`config.mk`:
```
export PLATFORM = sky130hd
export DESIGN_NAME = integer_to_radix_digits
export DESIGN_NICKNAME = d
export VERILOG_FILES = /design/src/itrd_pkg.sv /design/src/integer_to_radix_digits.sv /design/src/itrd_seq.sv /design/src/itrd_div.sv /design/src/itrd_stack.sv
export SDC_FILE = /design/constraint.sdc
export NUM_CORES = 1
export LEC_CHECK = 0
export ABC_AREA = 1
export BUFFER_PORTS_ARGS = -buffer_cell sky130_fd_sc_hd__buf_2
export CELL_PAD_IN_SITES_DETAIL_PLACEMENT = 0
export CELL_PAD_IN_SITES_GLOBAL_PLACEMENT = 1
export CORE_UTILIZATION = 34
export DETAILED_ROUTE_END_ITERATION = 10
export PLACE_DENSITY = 0.63
export SLEW_MARGIN = 5
export SYNTH_ARGS = -nofsm -noshare
export SYNTH_HDL_FRONTEND = slang
export SYNTH_SLANG_ARGS = --single-unit
```
`constraint.sdc`:
```
create_clock -name clock -period 35.8 [get_ports clock]
set_input_delay 3.58 -clock clock [delete_from_list [all_inputs] [get_ports clock]]
set_output_delay 3.58 -clock clock [all_outputs]
set_load 0.005 [all_outputs]
```
`src/itrd_pkg.sv`:
```
`default_nettype none
package itrd_pkg;

   localparam int unsigned CHUNK_BITS = 8;
   localparam int unsigned RADIX_W    = 6;
   localparam int unsigned CHAR_W     = 8;

   localparam logic [RADIX_W-1:0] RADIX_MIN = 6'd2;
   localparam logic [RADIX_W-1:0] RADIX_MAX = 6'd36;

   localparam logic [CHAR_W-1:0] CHAR_ZERO     = 8'd48;
   localparam logic [CHAR_W-1:0] CHAR_NINE     = 8'd57;
   localparam logic [CHAR_W-1:0] CHAR_UPPER_A  = 8'd65;
   localparam logic [CHAR_W-1:0] CHAR_UPPER_Z  = 8'd90;
   localparam logic [CHAR_W-1:0] CHAR_QUESTION = 8'd63;
   localparam logic [CHAR_W-1:0] LETTER_OFFSET = 8'd55;
   localparam logic [RADIX_W-1:0] DECIMAL_TEN  = 6'd10;

   typedef enum logic [2:0] {
      STEP_LOAD,
      STEP_INIT,
      STEP_DIV,
      STEP_PUSH,
      STEP_FETCH,
      STEP_EMIT,
      STEP_DONE,
      STEP_BAD
   } step_type;

   typedef enum logic [1:0] {
      WAIT_NONE,
      WAIT_REQ,
      WAIT_OUT
   } wait_type;

   typedef enum logic [2:0] {
      COND_NEVER,
      COND_ALWAYS,
      COND_BAD_RADIX,
      COND_CNT_MORE,
      COND_QUOT_NZ,
      COND_STACK_MORE
   } cond_type;

   typedef struct packed {
      wait_type wait_on;
      logic     ld_item;
      logic     clr_rem;
      logic     div_step;
      logic     push;
      logic     emit_digit;
      logic     emit_bad;
      cond_type cond;
      step_type target;
   } ctrl_type;

   typedef struct packed {
      logic req_ready;
      logic ld_item;
      logic clr_rem;
      logic div_step;
      logic push;
      logic emit_digit;
      logic emit_bad;
   } act_type;

   typedef struct packed {
      logic req_valid;
      logic out_free;
      logic bad_radix;
      logic cnt_more;
      logic quot_nz;
      logic stack_more;
   } stat_type;

   function automatic ctrl_type microcode(input step_type step);
      ctrl_type w;
      w = '0;
      case (step)
         STEP_LOAD: begin
            w.wait_on = WAIT_REQ;
            w.ld_item = 1'b1;
            w.cond    = COND_BAD_RADIX;
            w.target  = STEP_BAD;
         end
         STEP_INIT: begin
            w.clr_rem = 1'b1;
         end
         STEP_DIV: begin
            w.div_step = 1'b1;
            w.cond     = COND_CNT_MORE;
            w.target   = STEP_DIV;
         end
         STEP_PUSH: begin
            w.push   = 1'b1;
            w.cond   = COND_QUOT_NZ;
            w.target = STEP_INIT;
         end
         STEP_FETCH: begin
            w.cond = COND_NEVER;
         end
         STEP_EMIT: begin
            w.wait_on    = WAIT_OUT;
            w.emit_digit = 1'b1;
            w.cond       = COND_STACK_MORE;
            w.target     = STEP_FETCH;
         end
         STEP_DONE: begin
            w.cond   = COND_ALWAYS;
            w.target = STEP_LOAD;
         end
         STEP_BAD: begin
            w.wait_on  = WAIT_OUT;
            w.emit_bad = 1'b1;
            w.cond     = COND_ALWAYS;
            w.target   = STEP_LOAD;
         end
         default: begin
            w.cond   = COND_ALWAYS;
            w.target = STEP_LOAD;
         end
      endcase
      return w;
   endfunction

   function automatic logic [CHAR_W-1:0] digit_to_char(input logic [RADIX_W-1:0] d);
      logic [CHAR_W-1:0] wide;
      wide = {{(CHAR_W-RADIX_W){1'b0}}, d};
      if (d < DECIMAL_TEN) begin
         return wide + CHAR_ZERO;
      end
      return wide + LETTER_OFFSET;
   endfunction

endpackage
`default_nettype wire

```
`src/integer_to_radix_digits.sv`:
```
// Converts a non-negative integer to its digit text in radix 2 to 36, one ASCII character
// per transfer, most significant first, '0'-'9' then 'A'-'Z', with is_last on the final
// character; zero gives "0" and any other radix gives a single '?' marked last. One item is
// handled at a time. Each digit comes from the shared divider, which takes eight quotient
// bits per cycle over the CHUNKS = ceil(VALUE_BITS / 8) chunks of the value, and is pushed
// onto the digit stack, from which the digits are read back in reverse order. Inputs are
// taken while the last character of the previous item still waits in the output register.
`default_nettype none
module integer_to_radix_digits
   import itrd_pkg::*;
#(
   parameter int unsigned VALUE_BITS = 31
) (
   input  wire logic                  clock,
   input  wire logic                  reset,
   input  wire logic                  req_valid,
   output logic                       req_ready,
   input  wire logic [VALUE_BITS-1:0] req_number_value,
   input  wire logic [RADIX_W-1:0]    req_base_radix,
   output logic                       rsp_valid,
   input  wire logic                  rsp_ready,
   output logic [CHAR_W-1:0]          rsp_digit_char,
   output logic                       rsp_is_last
);

   act_type            act;
   stat_type           stat;
   logic               cnt_more;
   logic               quot_nz;
   logic               stack_more;
   logic [RADIX_W-1:0] digit;
   logic [CHAR_W-1:0]  top_char;
   logic               rsp_valid_ff;
   logic [CHAR_W-1:0]  rsp_char_ff;
   logic               rsp_last_ff;

   always_comb begin
      stat.req_valid  = req_valid;
      stat.out_free   = !rsp_valid_ff || rsp_ready;
      stat.bad_radix  = (req_base_radix < RADIX_MIN) || (req_base_radix > RADIX_MAX);
      stat.cnt_more   = cnt_more;
      stat.quot_nz    = quot_nz;
      stat.stack_more = stack_more;
   end

   itrd_seq u_seq (
      .clock (clock),
      .reset (reset),
      .stat  (stat),
      .act   (act)
   );

   itrd_div #(
      .VALUE_BITS (VALUE_BITS)
   ) u_div (
      .clock        (clock),
      .act          (act),
      .number_value (req_number_value),
      .base_radix   (req_base_radix),
      .cnt_more     (cnt_more),
      .quot_nz      (quot_nz),
      .digit        (digit)
   );

   itrd_stack #(
      .VALUE_BITS (VALUE_BITS)
   ) u_stack (
      .clock      (clock),
      .reset      (reset),
      .act        (act),
      .push_char  (digit_to_char(digit)),
      .top_char   (top_char),
      .stack_more (stack_more)
   );

   always_ff @(posedge clock) begin
      if (reset) begin
         rsp_valid_ff <= 1'b0;
      end else if (act.emit_digit || act.emit_bad) begin
         rsp_valid_ff <= 1'b1;
      end else if (rsp_ready) begin
         rsp_valid_ff <= 1'b0;
      end
   end

   always_ff @(posedge clock) begin
      if (act.emit_bad) begin
         rsp_char_ff <= CHAR_QUESTION;
         rsp_last_ff <= 1'b1;
      end else if (act.emit_digit) begin
         rsp_char_ff <= top_char;
         rsp_last_ff <= !stack_more;
      end
   end

   assign req_ready      = act.req_ready;
   assign rsp_valid      = rsp_valid_ff;
   assign rsp_digit_char = rsp_char_ff;
   assign rsp_is_last    = rsp_last_ff;

endmodule
`default_nettype wire

```
`src/itrd_seq.sv`:
```
`default_nettype none
module itrd_seq
   import itrd_pkg::*;
(
   input  wire logic     clock,
   input  wire logic     reset,
   input  wire stat_type stat,
   output act_type       act
);

   step_type step_ff;
   step_type step_in;
   ctrl_type word;
   logic     go;
   logic     taken;

   always_ff @(posedge clock) begin
      if (reset) begin
         step_ff <= STEP_LOAD;
      end else begin
         step_ff <= step_in;
      end
   end

   always_comb begin
      word = microcode(step_ff);
      case (word.wait_on)
         WAIT_NONE: go = 1'b1;
         WAIT_REQ:  go = stat.req_valid;
         WAIT_OUT:  go = stat.out_free;
         default:   go = 1'b1;
      endcase
      case (word.cond)
         COND_NEVER:      taken = 1'b0;
         COND_ALWAYS:     taken = 1'b1;
         COND_BAD_RADIX:  taken = stat.bad_radix;
         COND_CNT_MORE:   taken = stat.cnt_more;
         COND_QUOT_NZ:    taken = stat.quot_nz;
         COND_STACK_MORE: taken = stat.stack_more;
         default:         taken = 1'b0;
      endcase
      if (!go) begin
         step_in = step_ff;
      end else if (taken) begin
         step_in = word.target;
      end else begin
         step_in = step_type'(3'(step_ff) + 3'd1);
      end
      act.req_ready  = (word.wait_on == WAIT_REQ);
      act.ld_item    = word.ld_item & go;
      act.clr_rem    = word.clr_rem & go;
      act.div_step   = word.div_step & go;
      act.push       = word.push & go;
      act.emit_digit = word.emit_digit & go;
      act.emit_bad   = word.emit_bad & go;
   end

endmodule
`default_nettype wire

```
`src/itrd_div.sv`:
```
`default_nettype none
module itrd_div
   import itrd_pkg::*;
#(
   parameter int unsigned VALUE_BITS = 31
) (
   input  wire logic                  clock,
   input  wire act_type               act,
   input  wire logic [VALUE_BITS-1:0] number_value,
   input  wire logic [RADIX_W-1:0]    base_radix,
   output logic                       cnt_more,
   output logic                       quot_nz,
   output logic [RADIX_W-1:0]         digit
);

   localparam int unsigned CHUNKS = (VALUE_BITS + CHUNK_BITS - 1) / CHUNK_BITS;
   localparam int unsigned PAD_W  = CHUNKS * CHUNK_BITS;
   localparam int unsigned CNT_W  = $clog2(CHUNKS + 1);

   logic [PAD_W-1:0]            val_ff;
   logic [PAD_W-1:0]            val_in;
   logic [RADIX_W-1:0]          radix_ff;
   logic [RADIX_W-1:0]          rem_ff;
   logic [RADIX_W-1:0]          rem_in;
   logic [CNT_W-1:0]            cnt_ff;
   logic [CHUNK_BITS-1:0]       qbits;
   logic [PAD_W+CHUNK_BITS-1:0] shifted;
   logic [RADIX_W:0]            trial;
   logic [RADIX_W-1:0]          r;

   always_comb begin
      r = rem_ff;
      qbits = '0;
      trial = '0;
      for (int i = 0; i < CHUNK_BITS; i++) begin
         trial = {r, val_ff[PAD_W-1-i]};
         if (trial >= {1'b0, radix_ff}) begin
            trial = trial - {1'b0, radix_ff};
            qbits[CHUNK_BITS-1-i] = 1'b1;
         end
         r = trial[RADIX_W-1:0];
      end
      rem_in  = r;
      shifted = {val_ff, qbits};
      val_in  = shifted[PAD_W-1:0];
   end

   always_ff @(posedge clock) begin
      if (act.ld_item) begin
         val_ff   <= PAD_W'(number_value);
         radix_ff <= base_radix;
      end else if (act.div_step) begin
         val_ff <= val_in;
      end
      if (act.clr_rem) begin
         rem_ff <= '0;
         cnt_ff <= CNT_W'(CHUNKS - 1);
      end else if (act.div_step) begin
         rem_ff <= rem_in;
         cnt_ff <= cnt_ff - CNT_W'(1);
      end
   end

   assign cnt_more = (cnt_ff != '0);
   assign quot_nz  = |val_ff;
   assign digit    = rem_ff;

endmodule
`default_nettype wire

```
`src/itrd_stack.sv`:
```
`default_nettype none
module itrd_stack
   import itrd_pkg::*;
#(
   parameter int unsigned VALUE_BITS = 31
) (
   input  wire logic              clock,
   input  wire logic              reset,
   input  wire act_type           act,
   input  wire logic [CHAR_W-1:0] push_char,
   output logic [CHAR_W-1:0]      top_char,
   output logic                   stack_more
);

   localparam int unsigned AW   = $clog2(VALUE_BITS);
   localparam int unsigned SP_W = $clog2(VALUE_BITS + 1);

   logic [CHAR_W-1:0] mem [VALUE_BITS];
   logic [SP_W-1:0]   sp_ff;
   logic [SP_W-1:0]   sp_dec;
   logic [CHAR_W-1:0] rd_data_ff;

   assign sp_dec = sp_ff - SP_W'(1);

   always_ff @(posedge clock) begin
      if (reset || act.ld_item) begin
         sp_ff <= '0;
      end else if (act.push) begin
         sp_ff <= sp_ff + SP_W'(1);
      end else if (act.emit_digit) begin
         sp_ff <= sp_dec;
      end
   end

   always_ff @(posedge clock) begin
      if (act.push) begin
         mem[sp_ff[AW-1:0]] <= push_char;
      end
      rd_data_ff <= mem[sp_dec[AW-1:0]];
   end

   assign top_char   = rd_data_ff;
   assign stack_more = (sp_ff > SP_W'(1));

endmodule
`default_nettype wire

```
==> results of run 1 <==
==> stage by stage <==
stage / cell area, um2 / hold WS (ns) / utilization [%] / setup WS, ns
global route: 16400 / 0.480 / 39.0 / 19.36
global placement: 15500 / 0.440 / 36.7 / 21.69
CTS: 16400 / 0.459 / 39.0 / 21.09
finish: 16400 / 0.453 / 39.0 / 21.07
detailed placement: 15500 / 0.442 / 36.7 / 21.13
floorplan: 14600 / 0.419 / - / 23.31
==> flip-flops by register name, summed over array words and instances (netlist names), 3 cells and up <==
| name | count |
|---|---|
| rsp_digit_char | 7 |
| u_div.cnt_ff | 3 |
| u_div.digit | 6 |
| u_div.radix_ff | 6 |
| u_div.val_ff | 32 |
| u_seq.step_ff | 3 |
| u_stack.mem | 217 |
| u_stack.sp_ff | 5 |
| u_stack.top_char | 7 |
==> how the worst max path moves through the flow <==
stage	depth (start not counted)	slack [ns]	endpoint
after global routing	85	19.36	u_div.digit[3]$_SDFFE_PP0P_
after global placement	83	21.69	u_div.val_ff[0]$_DFFE_PP_
after floorplan	84	23.31	u_div.val_ff[0]$_DFFE_PP_
after detailed placement	83	21.13	u_div.val_ff[0]$_DFFE_PP_
final	83	21.07	u_div.val_ff[0]$_DFFE_PP_
after CTS	83	21.09	u_div.val_ff[0]$_DFFE_PP_
==> cell families (layout without fill, tap and decap cells) <==
| kind of cell | Yosys count | in the layout |
|---|---|---|
| simple gates | 564 | 564 |
| compound gates | 311 | 311 |
| flops | 288 | 288 |
| buf+inv | 176 | 244 |
| fa+ha+maj | 74 | 74 |
| xor+xnor | 38 | 38 |
| other cells | 1 | 1 |
==> final cells by class <==
| class | instances | area, um2 |
|---|---|---|
| inverter | 120 | 450 |
| multi-input combinational | 988 | 5650 |
| fill | 4143 | 25700 |
| clock inverter | 19 | 135 |
| tap | 539 | 674 |
| clock buffer | 38 | 823 |
| sequential | 288 | 8310 |
| timing repair buffer | 67 | 378 |
==> routing by layer <==
metal | global-route usage [%] | vias to the layer above
li1 | - | 5219
met1 | 24.3 | 5063
met2 | 30.4 | 228
met3 | 2.80 | 50
met4 | 4.94 | 0
met5 | 0 | -
==> placed cells by master (no fill, tap or decap), types with 5 or more instances in the layout <==
cell type,count
a21oi_1,40
a311oi_1,6
a31oi_1,21
buf_2,50
buf_4,17
clkbuf_1,6
clkbuf_16,32
clkinv_1,12
dfxtp_1,33
edfxtp_1,254
fa_1,8
ha_1,66
inv_1,115
nand2_1,254
nand2_4,5
nand3_1,66
nand3_2,5
nand3_4,6
nand4_1,13
nor2_1,190
nor2_2,8
nor4_1,8
o211ai_1,22
o21a_1,5
o21ai_0,146
o221ai_1,24
o22ai_1,31
xnor2_1,15
xor2_1,19
==> worst register-to-register path: cells and delay by family (launching register included) <==
kind | cells | cell delay, ns
flip-flops | 1 | 0.69
buffers and inverters | 12 | 1.12
AO/OA/AOI/OAI | 29 | 5.57
adder cells (fa/ha/maj) | 8 | 2.72
AND/OR/NAND/NOR | 34 | 4.39
==> impl_results.md, run 1 <==
- Ys Warns: 0
- Num ports: 52
- Count of cell types in the netlist: 45
- Post-CTS setup buffer count: 0
- Worst setup skew after layout: ~0.019 ns
- Largest delay share family, worst path: compound AO/OA/AOI/OAI gates
- Fin crit share: around two fifths
- Vias: 10600
- FF-to-FF End: u_div.val_ff[0]$_DFFE_PP_
- Seq/Total Area, Yosys: between 50% and 60%
- Top cells by area, synth: edfxtp_1 (52%), nand2_1 (6.5%), ha_1 (5.7%)
- Clk_lat worst skew: 0.58 ns
- Largest net degree at the start of global routing: 79
- Port Buf Inserts: 50
- Die width: 209 um
- Synth top cells by count: edfxtp_1 (254), nand2_1 (254), nor2_1 (192)
- Total Wirelength: 39400 um
- Unrepaired setup endpoints after global routing: no
- # setup viols final: 0
- Nets@finish: roughly 1600
- Final critical-path required period: around 15 ns
- Metal3 WL: ~1800 um
- Core ar.: approximately 42000 um2
- Clk root buf: clkbuf_16
- Max-slew violation count: 0
- Hold-fix buffers, CTS: 0
- Worst setup startpoint: u_div.radix_ff[1]$_DFFE_PP_
- Fin cells: a little over 2000
- Hold EP: rsp_digit_char[5]$_SDFFE_PP1P_
- Status: finished clean
- CTS max path bufs: 3
- Worst-path maximum fanout: 12
- Most used cell, CP: nand2_1
- Worst Path Arrival: 15.03 ns
- Cell taking the most area after synthesis: edfxtp_1
- Worst Max-Slew Pin Slew: about 1.1 ns
- DP HPWL: between 20000 and 30000 um
- Critical R2R Launch: u_div.radix_ff[1]$_DFFE_PP_
- Yosys reg bits: approximately 290
- Final Hold Fails: 0
- Crit Path Class: flip-flop to flip-flop
- DR DRC count: 0
- Worst EP required: around 36 ns
- Layout cells sized above 1: 9.74%
- Multiplexer area fraction after synthesis: 0%
- Top routing layer used: met4
- Die footprint: 43700 um2
- First-pass detailed-route iteration total: 5
- Hold Path Depth: 2
- Initial Utilization: between 30% and 40%
- Slowest CP cell: edfxtp_1
- Total clock buffers created by CTS: 31
- GP Congestion: 0.850
- Synth async-reset ratio: 0%
- Type of origin of the critical path: flip-flop
- Gr ovfl total: 0
- Fmax achieved: between 60 and 70 MHz
- Placed cells: 2002
- CTS tree: built
- Post-synthesis simple-gate area fraction: around 17%
- Worst hold path type: flip-flop to flip-flop
- Post-synthesis xor/xnor area fraction: under 10%
- Vias/cell: a little over 5
- Post-synth top flop: edfxtp_1
- Synth Area in Adders: between 6 and 7%
- WL met1: between 15000 and 20000 um
- CP bufs+invs: 12
- Setup_tns: 0 ns
- Crit. End Element: flip-flop
- Crit-path max cell delay: just under 0.7 ns
- Reg2reg setup slack: ~21 ns
- Syn avg cell area: approximately 10 um2
- Post-Syn Nets: ~1600
- Main combinational cell family by area after synthesis: simple AND/OR/NAND/NOR gates
- Complex-gate fraction of the synthesized area: 12.6%
- Initial antenna violation count: 0
- H-tree Lvls: 1
- Clock Sinks: 288
- Wire length per cell: ~19 um
- Synthesis-to-finish area growth: 12.6%
- Max Cap Viol: 0
- Site Rows: 75
- Post-synth top area share: 52.3%
- First-pass GRT wire length: between 60000 and 70000 um
- Slew margin rel.: a little under a quarter
- Hold_sp: rsp_digit_char[5]$_SDFFE_PP1P_
- Met2 routed wirelength: around 19000 um
- Die height: 209 um
- Synthesized area: roughly 15000 um2
- Post-cts resize count: 0
- ANT nets after route: 0
- Iter 0 DRT Violations: around 720
- Vias in the first global route: about 11000
- Post-Syn Instances: approximately 1500
- Antenna cell count: 0
- EDFF count, synth: between 200 and 300
- R2R depth: 83
- Global Route Usage Sum: between 10% and 20%
- Clock slew at reported path FFs: roughly 0.060 ns
Power of run 1 is left out: the tool's default activity adds up to more than one toggle a clock period on the data nets, which glitch-free logic cannot reach.
==> run 2: changes to the inputs <==
- clock period: 35.8 -> 15.45 ns (I/O delays scaled with it)
==> impl_results.md, run 2 (synthesized netlist as in run 1, its figures left out) <==
- Die footprint: 43700 um2 (unchanged)
- Most used cell, CP: nand2_1 (unchanged)
- CTS tree: built (unchanged)
- Worst hold path type: flip-flop to flip-flop (unchanged)
- Worst Path Arrival: 14.12 ns (was 15.03 ns)
- CP bufs+invs: 12 (unchanged)
- Fin Hold WS: 0.455 ns (was 0.453 ns)
- Crit. End Element: flip-flop (unchanged)
- Max-slew violation count: 0 (unchanged)
- Slew margin rel.: 18.1% (was 23.4%)
- Num ports: 52 (unchanged)
- First-pass detailed-route iteration total: 6 (was 5)
- Port Buf Inserts: 50 (unchanged)
- Largest net degree at the start of global routing: 79 (unchanged)
- Fmax achieved: 72.4 MHz (was 67.9 MHz)
- Hold-fix buffers, CTS: 0 (unchanged)
- Fin crit share: 89.4% (was 41.2%)
- Vias/cell: 5.14 (was 5.13)
- Synthesis-to-finish area growth: 13.5% (was 12.6%)
- Clock slew at reported path FFs: 0.06 ns (about the same)
- Final critical-path required period: 13.81 ns (was 14.73 ns)
- DR DRC count: 0 (unchanged)
- Vias: 10700 (was 10600)
- Gr ovfl total: 0 (unchanged)
- Wire length per cell: 19.1 um (about the same)
- Placed cells: 2003 (was 2002)
- Global Route Usage Sum: 18.1% (about the same)
- Crit-path max cell delay: 0.55 ns (was 0.69 ns)
- H-tree Lvls: 1 (unchanged)
- # setup viols final: 0 (unchanged)
- ANT nets after route: 0 (unchanged)
- Total Wirelength: 39600 um (was 39400 um)
- Largest register FFs: 217 (unchanged)
- GP Congestion: 0.850 (about the same)
- Worst setup margin: 1.64 ns (was 21.07 ns)
- Type of origin of the critical path: flip-flop (unchanged)
- Most frequent cells in the layout: nand2_1 (254), edfxtp_1 (254), nor2_1 (190), o21ai_0 (141), inv_1 (112) (was nand2_1 (254), edfxtp_1 (254), nor2_1 (190), o21ai_0 (146), inv_1 (115))
- Worst EP required: 15.76 ns (was 36.09 ns)
- Fin cells: 2075 (was 2059)
- Clk root buf: clkbuf_16 (unchanged)
- Finished Cell Area: 16500 um2 (was 16400 um2)
- Cell area after placement: 15500 um2 (about the same)
- CTS max path bufs: 3 (unchanged)
- Initial Utilization: 34.6% (unchanged)
- DP HPWL: 25900 um (was 25700 um)
- Total clock buffers created by CTS: 31 (unchanged)
- Dpl ws: 0.804 ns (was 21.13 ns)
- Worst-path maximum fanout: 12 (unchanged)
- Final Hold Fails: 0 (unchanged)
- Antenna cell count: 0 (unchanged)
- Clk_lat worst skew: 0.59 ns (was 0.58 ns)
- Status: finished clean (unchanged)
- Die height: 209 um (unchanged)
- Max Cap Viol: 0 (unchanged)
- Largest delay share family, worst path: compound AO/OA/AOI/OAI gates (unchanged)
- Crit Path Class: flip-flop to flip-flop (unchanged)
- Layout cells sized above 1: 11.0% (was 9.74%)
- Iter 0 DRT Violations: 703 (was 718)
- Vias in the first global route: 10500 (was 10600)
- Core ar.: 42100 um2 (unchanged)
- Nets@finish: 1626 (was 1611)
- Worst Max-Slew Pin Slew: 1.23 ns (was 1.15 ns)
- Site Rows: 75 (unchanged)
- Slowest CP cell: edfxtp_1 (unchanged)
- Initial antenna violation count: 0 (unchanged)
- Die width: 209 um (unchanged)
- First-pass GRT wire length: 61400 um (was 61200 um)
- Clock Sinks: 288 (unchanged)
- Worst setup skew after layout: 0.0212 ns (was 0.0188 ns)
[run 2: stage by stage]
| stage | util [%] | setup TNS, ns |
|---|---|---|
| floorplan | - | 0 |
| global placement | 36.7 | 0 |
| detailed placement | 36.7 | 0 |
| CTS | 39.0 | 0 |
| global route | 39.3 | -0.0424 |
| finish | 39.3 | 0 |
[run 2: layer usage]
layer | GRT usage (%) | part of all wire [%]
met5 | 0 | 0
met4 | 4.82 | 2.3
met3 | 2.04 | 3.8
met2 | 30.7 | 48
met1 | 24.7 | 46
[run 2: final timing paths]
path / endpoint / from / slack (ns) / cells after the start
max: u_div.val_ff[0]$_DFFE_PP_ / u_div.radix_ff[1]$_DFFE_PP_ / 1.64 / 83
min: rsp_digit_char[5]$_SDFFE_PP1P_ / rsp_digit_char[5]$_SDFFE_PP1P_ / 0.45 / 2
max reg2reg: u_div.val_ff[0]$_DFFE_PP_ / u_div.radix_ff[1]$_DFFE_PP_ / 1.64 / 83
min reg2reg: rsp_digit_char[5]$_SDFFE_PP1P_ / rsp_digit_char[5]$_SDFFE_PP1P_ / 0.45 / 2
[run 2: timing repair]
| item | CTS | global route |
|---|---|---|
| setup endpoints to repair | 0 | 7 |
| resized for setup | 0 | 11 |
| buffers inserted | 0 | 14 |
[run 2: worst reg2reg max path, delay by kind of cell (launching register included)]
kind / cells / cell delay [ns]
simple gates: 34 / 4.31
flops: 1 / 0.55
compound gates: 29 / 5.22
fa+ha+maj: 8 / 2.61
buf+inv: 12 / 0.89
[run 2: layout make-up]
cell class	count	area, um2
repair buffers	82	490
well taps	539	674
clock inverters	5	45.0
multi-input cells	988	5660
clock buffers	53	908
flip-flops and latches	288	8310
fillers	4149	25600
inverters	120	462
Power of run 2 is left out for the same reason.
==> run 3: changes to the inputs <==
- PLACE_DENSITY: 0.63 -> not set
- PLACE_DENSITY_LB_ADDON: not set -> 0.08
- TNS_END_PERCENT: not set -> 20
==> impl_results.md, run 3 (synthesized netlist as in run 1, its figures left out) <==
- Status: finished clean (unchanged)
- Most frequent cells in the layout: nand2_1 (254), edfxtp_1 (254), nor2_1 (190), o21ai_0 (144), inv_1 (111) (was nand2_1 (254), edfxtp_1 (254), nor2_1 (190), o21ai_0 (141), inv_1 (112))
- Fin Hold WS: 0.460 ns (was 0.455 ns)
- Register Area: 8310 um2 (about the same)
- Clk_lat worst skew: 0.54 ns (was 0.59 ns)
- Largest delay share family, worst path: compound AO/OA/AOI/OAI gates (unchanged)
- First-pass detailed-route iteration total: 5 (was 6)
- Hold-fix buffers, CTS: 0 (unchanged)
- Vias/cell: 5.16 (was 5.14)
- GP Congestion: 0.811 (was 0.850)
- Clock slew at reported path FFs: 0.06 ns (about the same)
- Setup_tns: 0 ns (unchanged)
- First-pass GRT wire length: 64600 um (was 61400 um)
- Area of the multi-input gates: 5660 um2 (about the same)
- H-tree Lvls: 2 (was 1)
- Unrepaired setup endpoints after global routing: no
- CTS tree: built (unchanged)
- Global Route Usage Sum: 19.5% (was 18.1%)
- Total Wirelength: 41700 um (was 39600 um)
- Worst Max-Slew Pin Slew: 1.05 ns (was 1.23 ns)
- Max-slew violation count: 0 (unchanged)
- Nets@finish: 1622 (was 1626)
- Worst setup skew after layout: 0.0190 ns (was 0.0212 ns)
- Initial antenna violation count: 0 (unchanged)
- Reg2reg setup slack: 1.57 ns (was 1.64 ns)
- CP bufs+invs: 12 (unchanged)
- ANT nets after route: 0 (unchanged)
- Core ar.: 42100 um2 (unchanged)
- Worst Path Arrival: 14.13 ns (was 14.12 ns)
- Type of origin of the critical path: flip-flop (unchanged)
- Max Cap Viol: 0 (unchanged)
- Largest net degree at the start of global routing: 88 (was 79)
- Die width: 209 um (unchanged)
- Worst-path maximum fanout: 12 (unchanged)
- Clk root buf: clkbuf_16 (unchanged)
- Fmax achieved: 72.0 MHz (was 72.4 MHz)
- Total clock buffers created by CTS: 35 (was 31)
- Crit Path Class: flip-flop to flip-flop (unchanged)
- Vias in the first global route: 10600 (was 10500)
- Fill count: 4167 (was 4149)
- DR DRC count: 0 (unchanged)
- Vias: 10700 (about the same)
- Clock Sinks: 288 (unchanged)
- Worst EP required: 15.70 ns (was 15.76 ns)
- Crit. End Element: flip-flop (unchanged)
- Synthesis-to-finish area growth: 14.1% (was 13.5%)
- R2R depth: 81 (was 83)
- Site Rows: 75 (unchanged)
- Largest register FFs: 217 (unchanged)
- DP HPWL: 27400 um (was 25900 um)
- Total stage count of the critical path: 81 (was 83)
- CTS max path bufs: 3 (unchanged)
- Wire length per cell: 20.1 um (was 19.1 um)
- Initial Utilization: 34.6% (unchanged)
- Layout cells sized above 1: 11.0% (about the same)
- Crit-path max cell delay: 0.41 ns (was 0.55 ns)
- Port Buf Inserts: 50 (unchanged)
- Gr ovfl total: 0 (unchanged)
- Worst setup margin: 1.57 ns (was 1.64 ns)
- Iter 0 DRT Violations: 730 (was 703)
- Slew margin rel.: 30.0% (was 18.1%)
- # setup viols final: 0 (unchanged)
- Slowest CP cell: ha_1 (was edfxtp_1)
- Hold Path Depth: 2 (unchanged)
- Dpl ws: 1.06 ns (was 0.804 ns)
- Final critical-path required period: 13.88 ns (was 13.81 ns)
- Num ports: 52 (unchanged)
- Final Hold Fails: 0 (unchanged)
- Worst hold path type: flip-flop to flip-flop (unchanged)
- Die height: 209 um (unchanged)
- Die footprint: 43700 um2 (unchanged)
- Fin crit share: 89.8% (was 89.4%)
- Most used cell, CP: nand2_1 (unchanged)
-- run 3: cell types whose count changed in the layout (fill, tap and decap cells not counted), sizes merged --
cell      delta
buf          -8
clkinvlp     +2
inv          +1
clkinv       +6
diode        +1
bufinv       +2
clkbuf       -6
-- run 3: area by class of cell --
cell class | instances | area share [%]
clock inverters | 16 | 0.895
repair buffers | 74 | 2.59
flip-flops and latches | 288 | 50.0
diodes | 1 | 0.0150
inverters | 120 | 2.80
well taps | 539 | 4.05
multi-input cells | 988 | 34.0
clock buffers | 47 | 5.71
-- run 3: routing by layer --
layer,GRT usage [%],vias up,part of all wire (%),routed length (um)
li1,-,5248,-,-
met1,25.5,5171,45,18600
met2,32.7,224,48,20000
met3,2.52,63,4.1,1710
met4,7.81,0,3.4,1400
met5,0,-,0,0
-- run 3: tightest hold or removal path: cells and delay by family, from the launching register on --
| family | cells | cell delay [ns] |
|---|---|---|
| simple gates | 2 | 0.10 |
| flops | 1 | 0.32 |
-- run 3: worst paths after layout --
| path | startpoint | to |
|---|---|---|
| worst min register to register | rsp_digit_char[1]$_SDFFE_PP1P_ | rsp_digit_char[1]$_SDFFE_PP1P_ |
| worst min-delay path | rsp_digit_char[1]$_SDFFE_PP1P_ | rsp_digit_char[1]$_SDFFE_PP1P_ |
| worst max register to register | u_div.radix_ff[5]$_DFFE_PP_ | u_div.val_ff[0]$_DFFE_PP_ |
| worst max-delay path | u_div.radix_ff[5]$_DFFE_PP_ | u_div.val_ff[0]$_DFFE_PP_ |
-- run 3: timing repair --
action,4_1_cts,5_1_grt
setup buffers,0,9
gates resized for setup,0,8
setup endpoints to repair,0,7
-- run 3: per-stage QoR --
stage,area (um2),utilization [%],std cells
after detailed placement,15400,36.7,2000
after floorplan,14600,-,1452
final,16600,39.5,2073
after global routing,16600,39.5,2072
after CTS,16500,39.3,2063
after global placement,15400,36.7,2000
Power of run 3 is left out for the same reason.
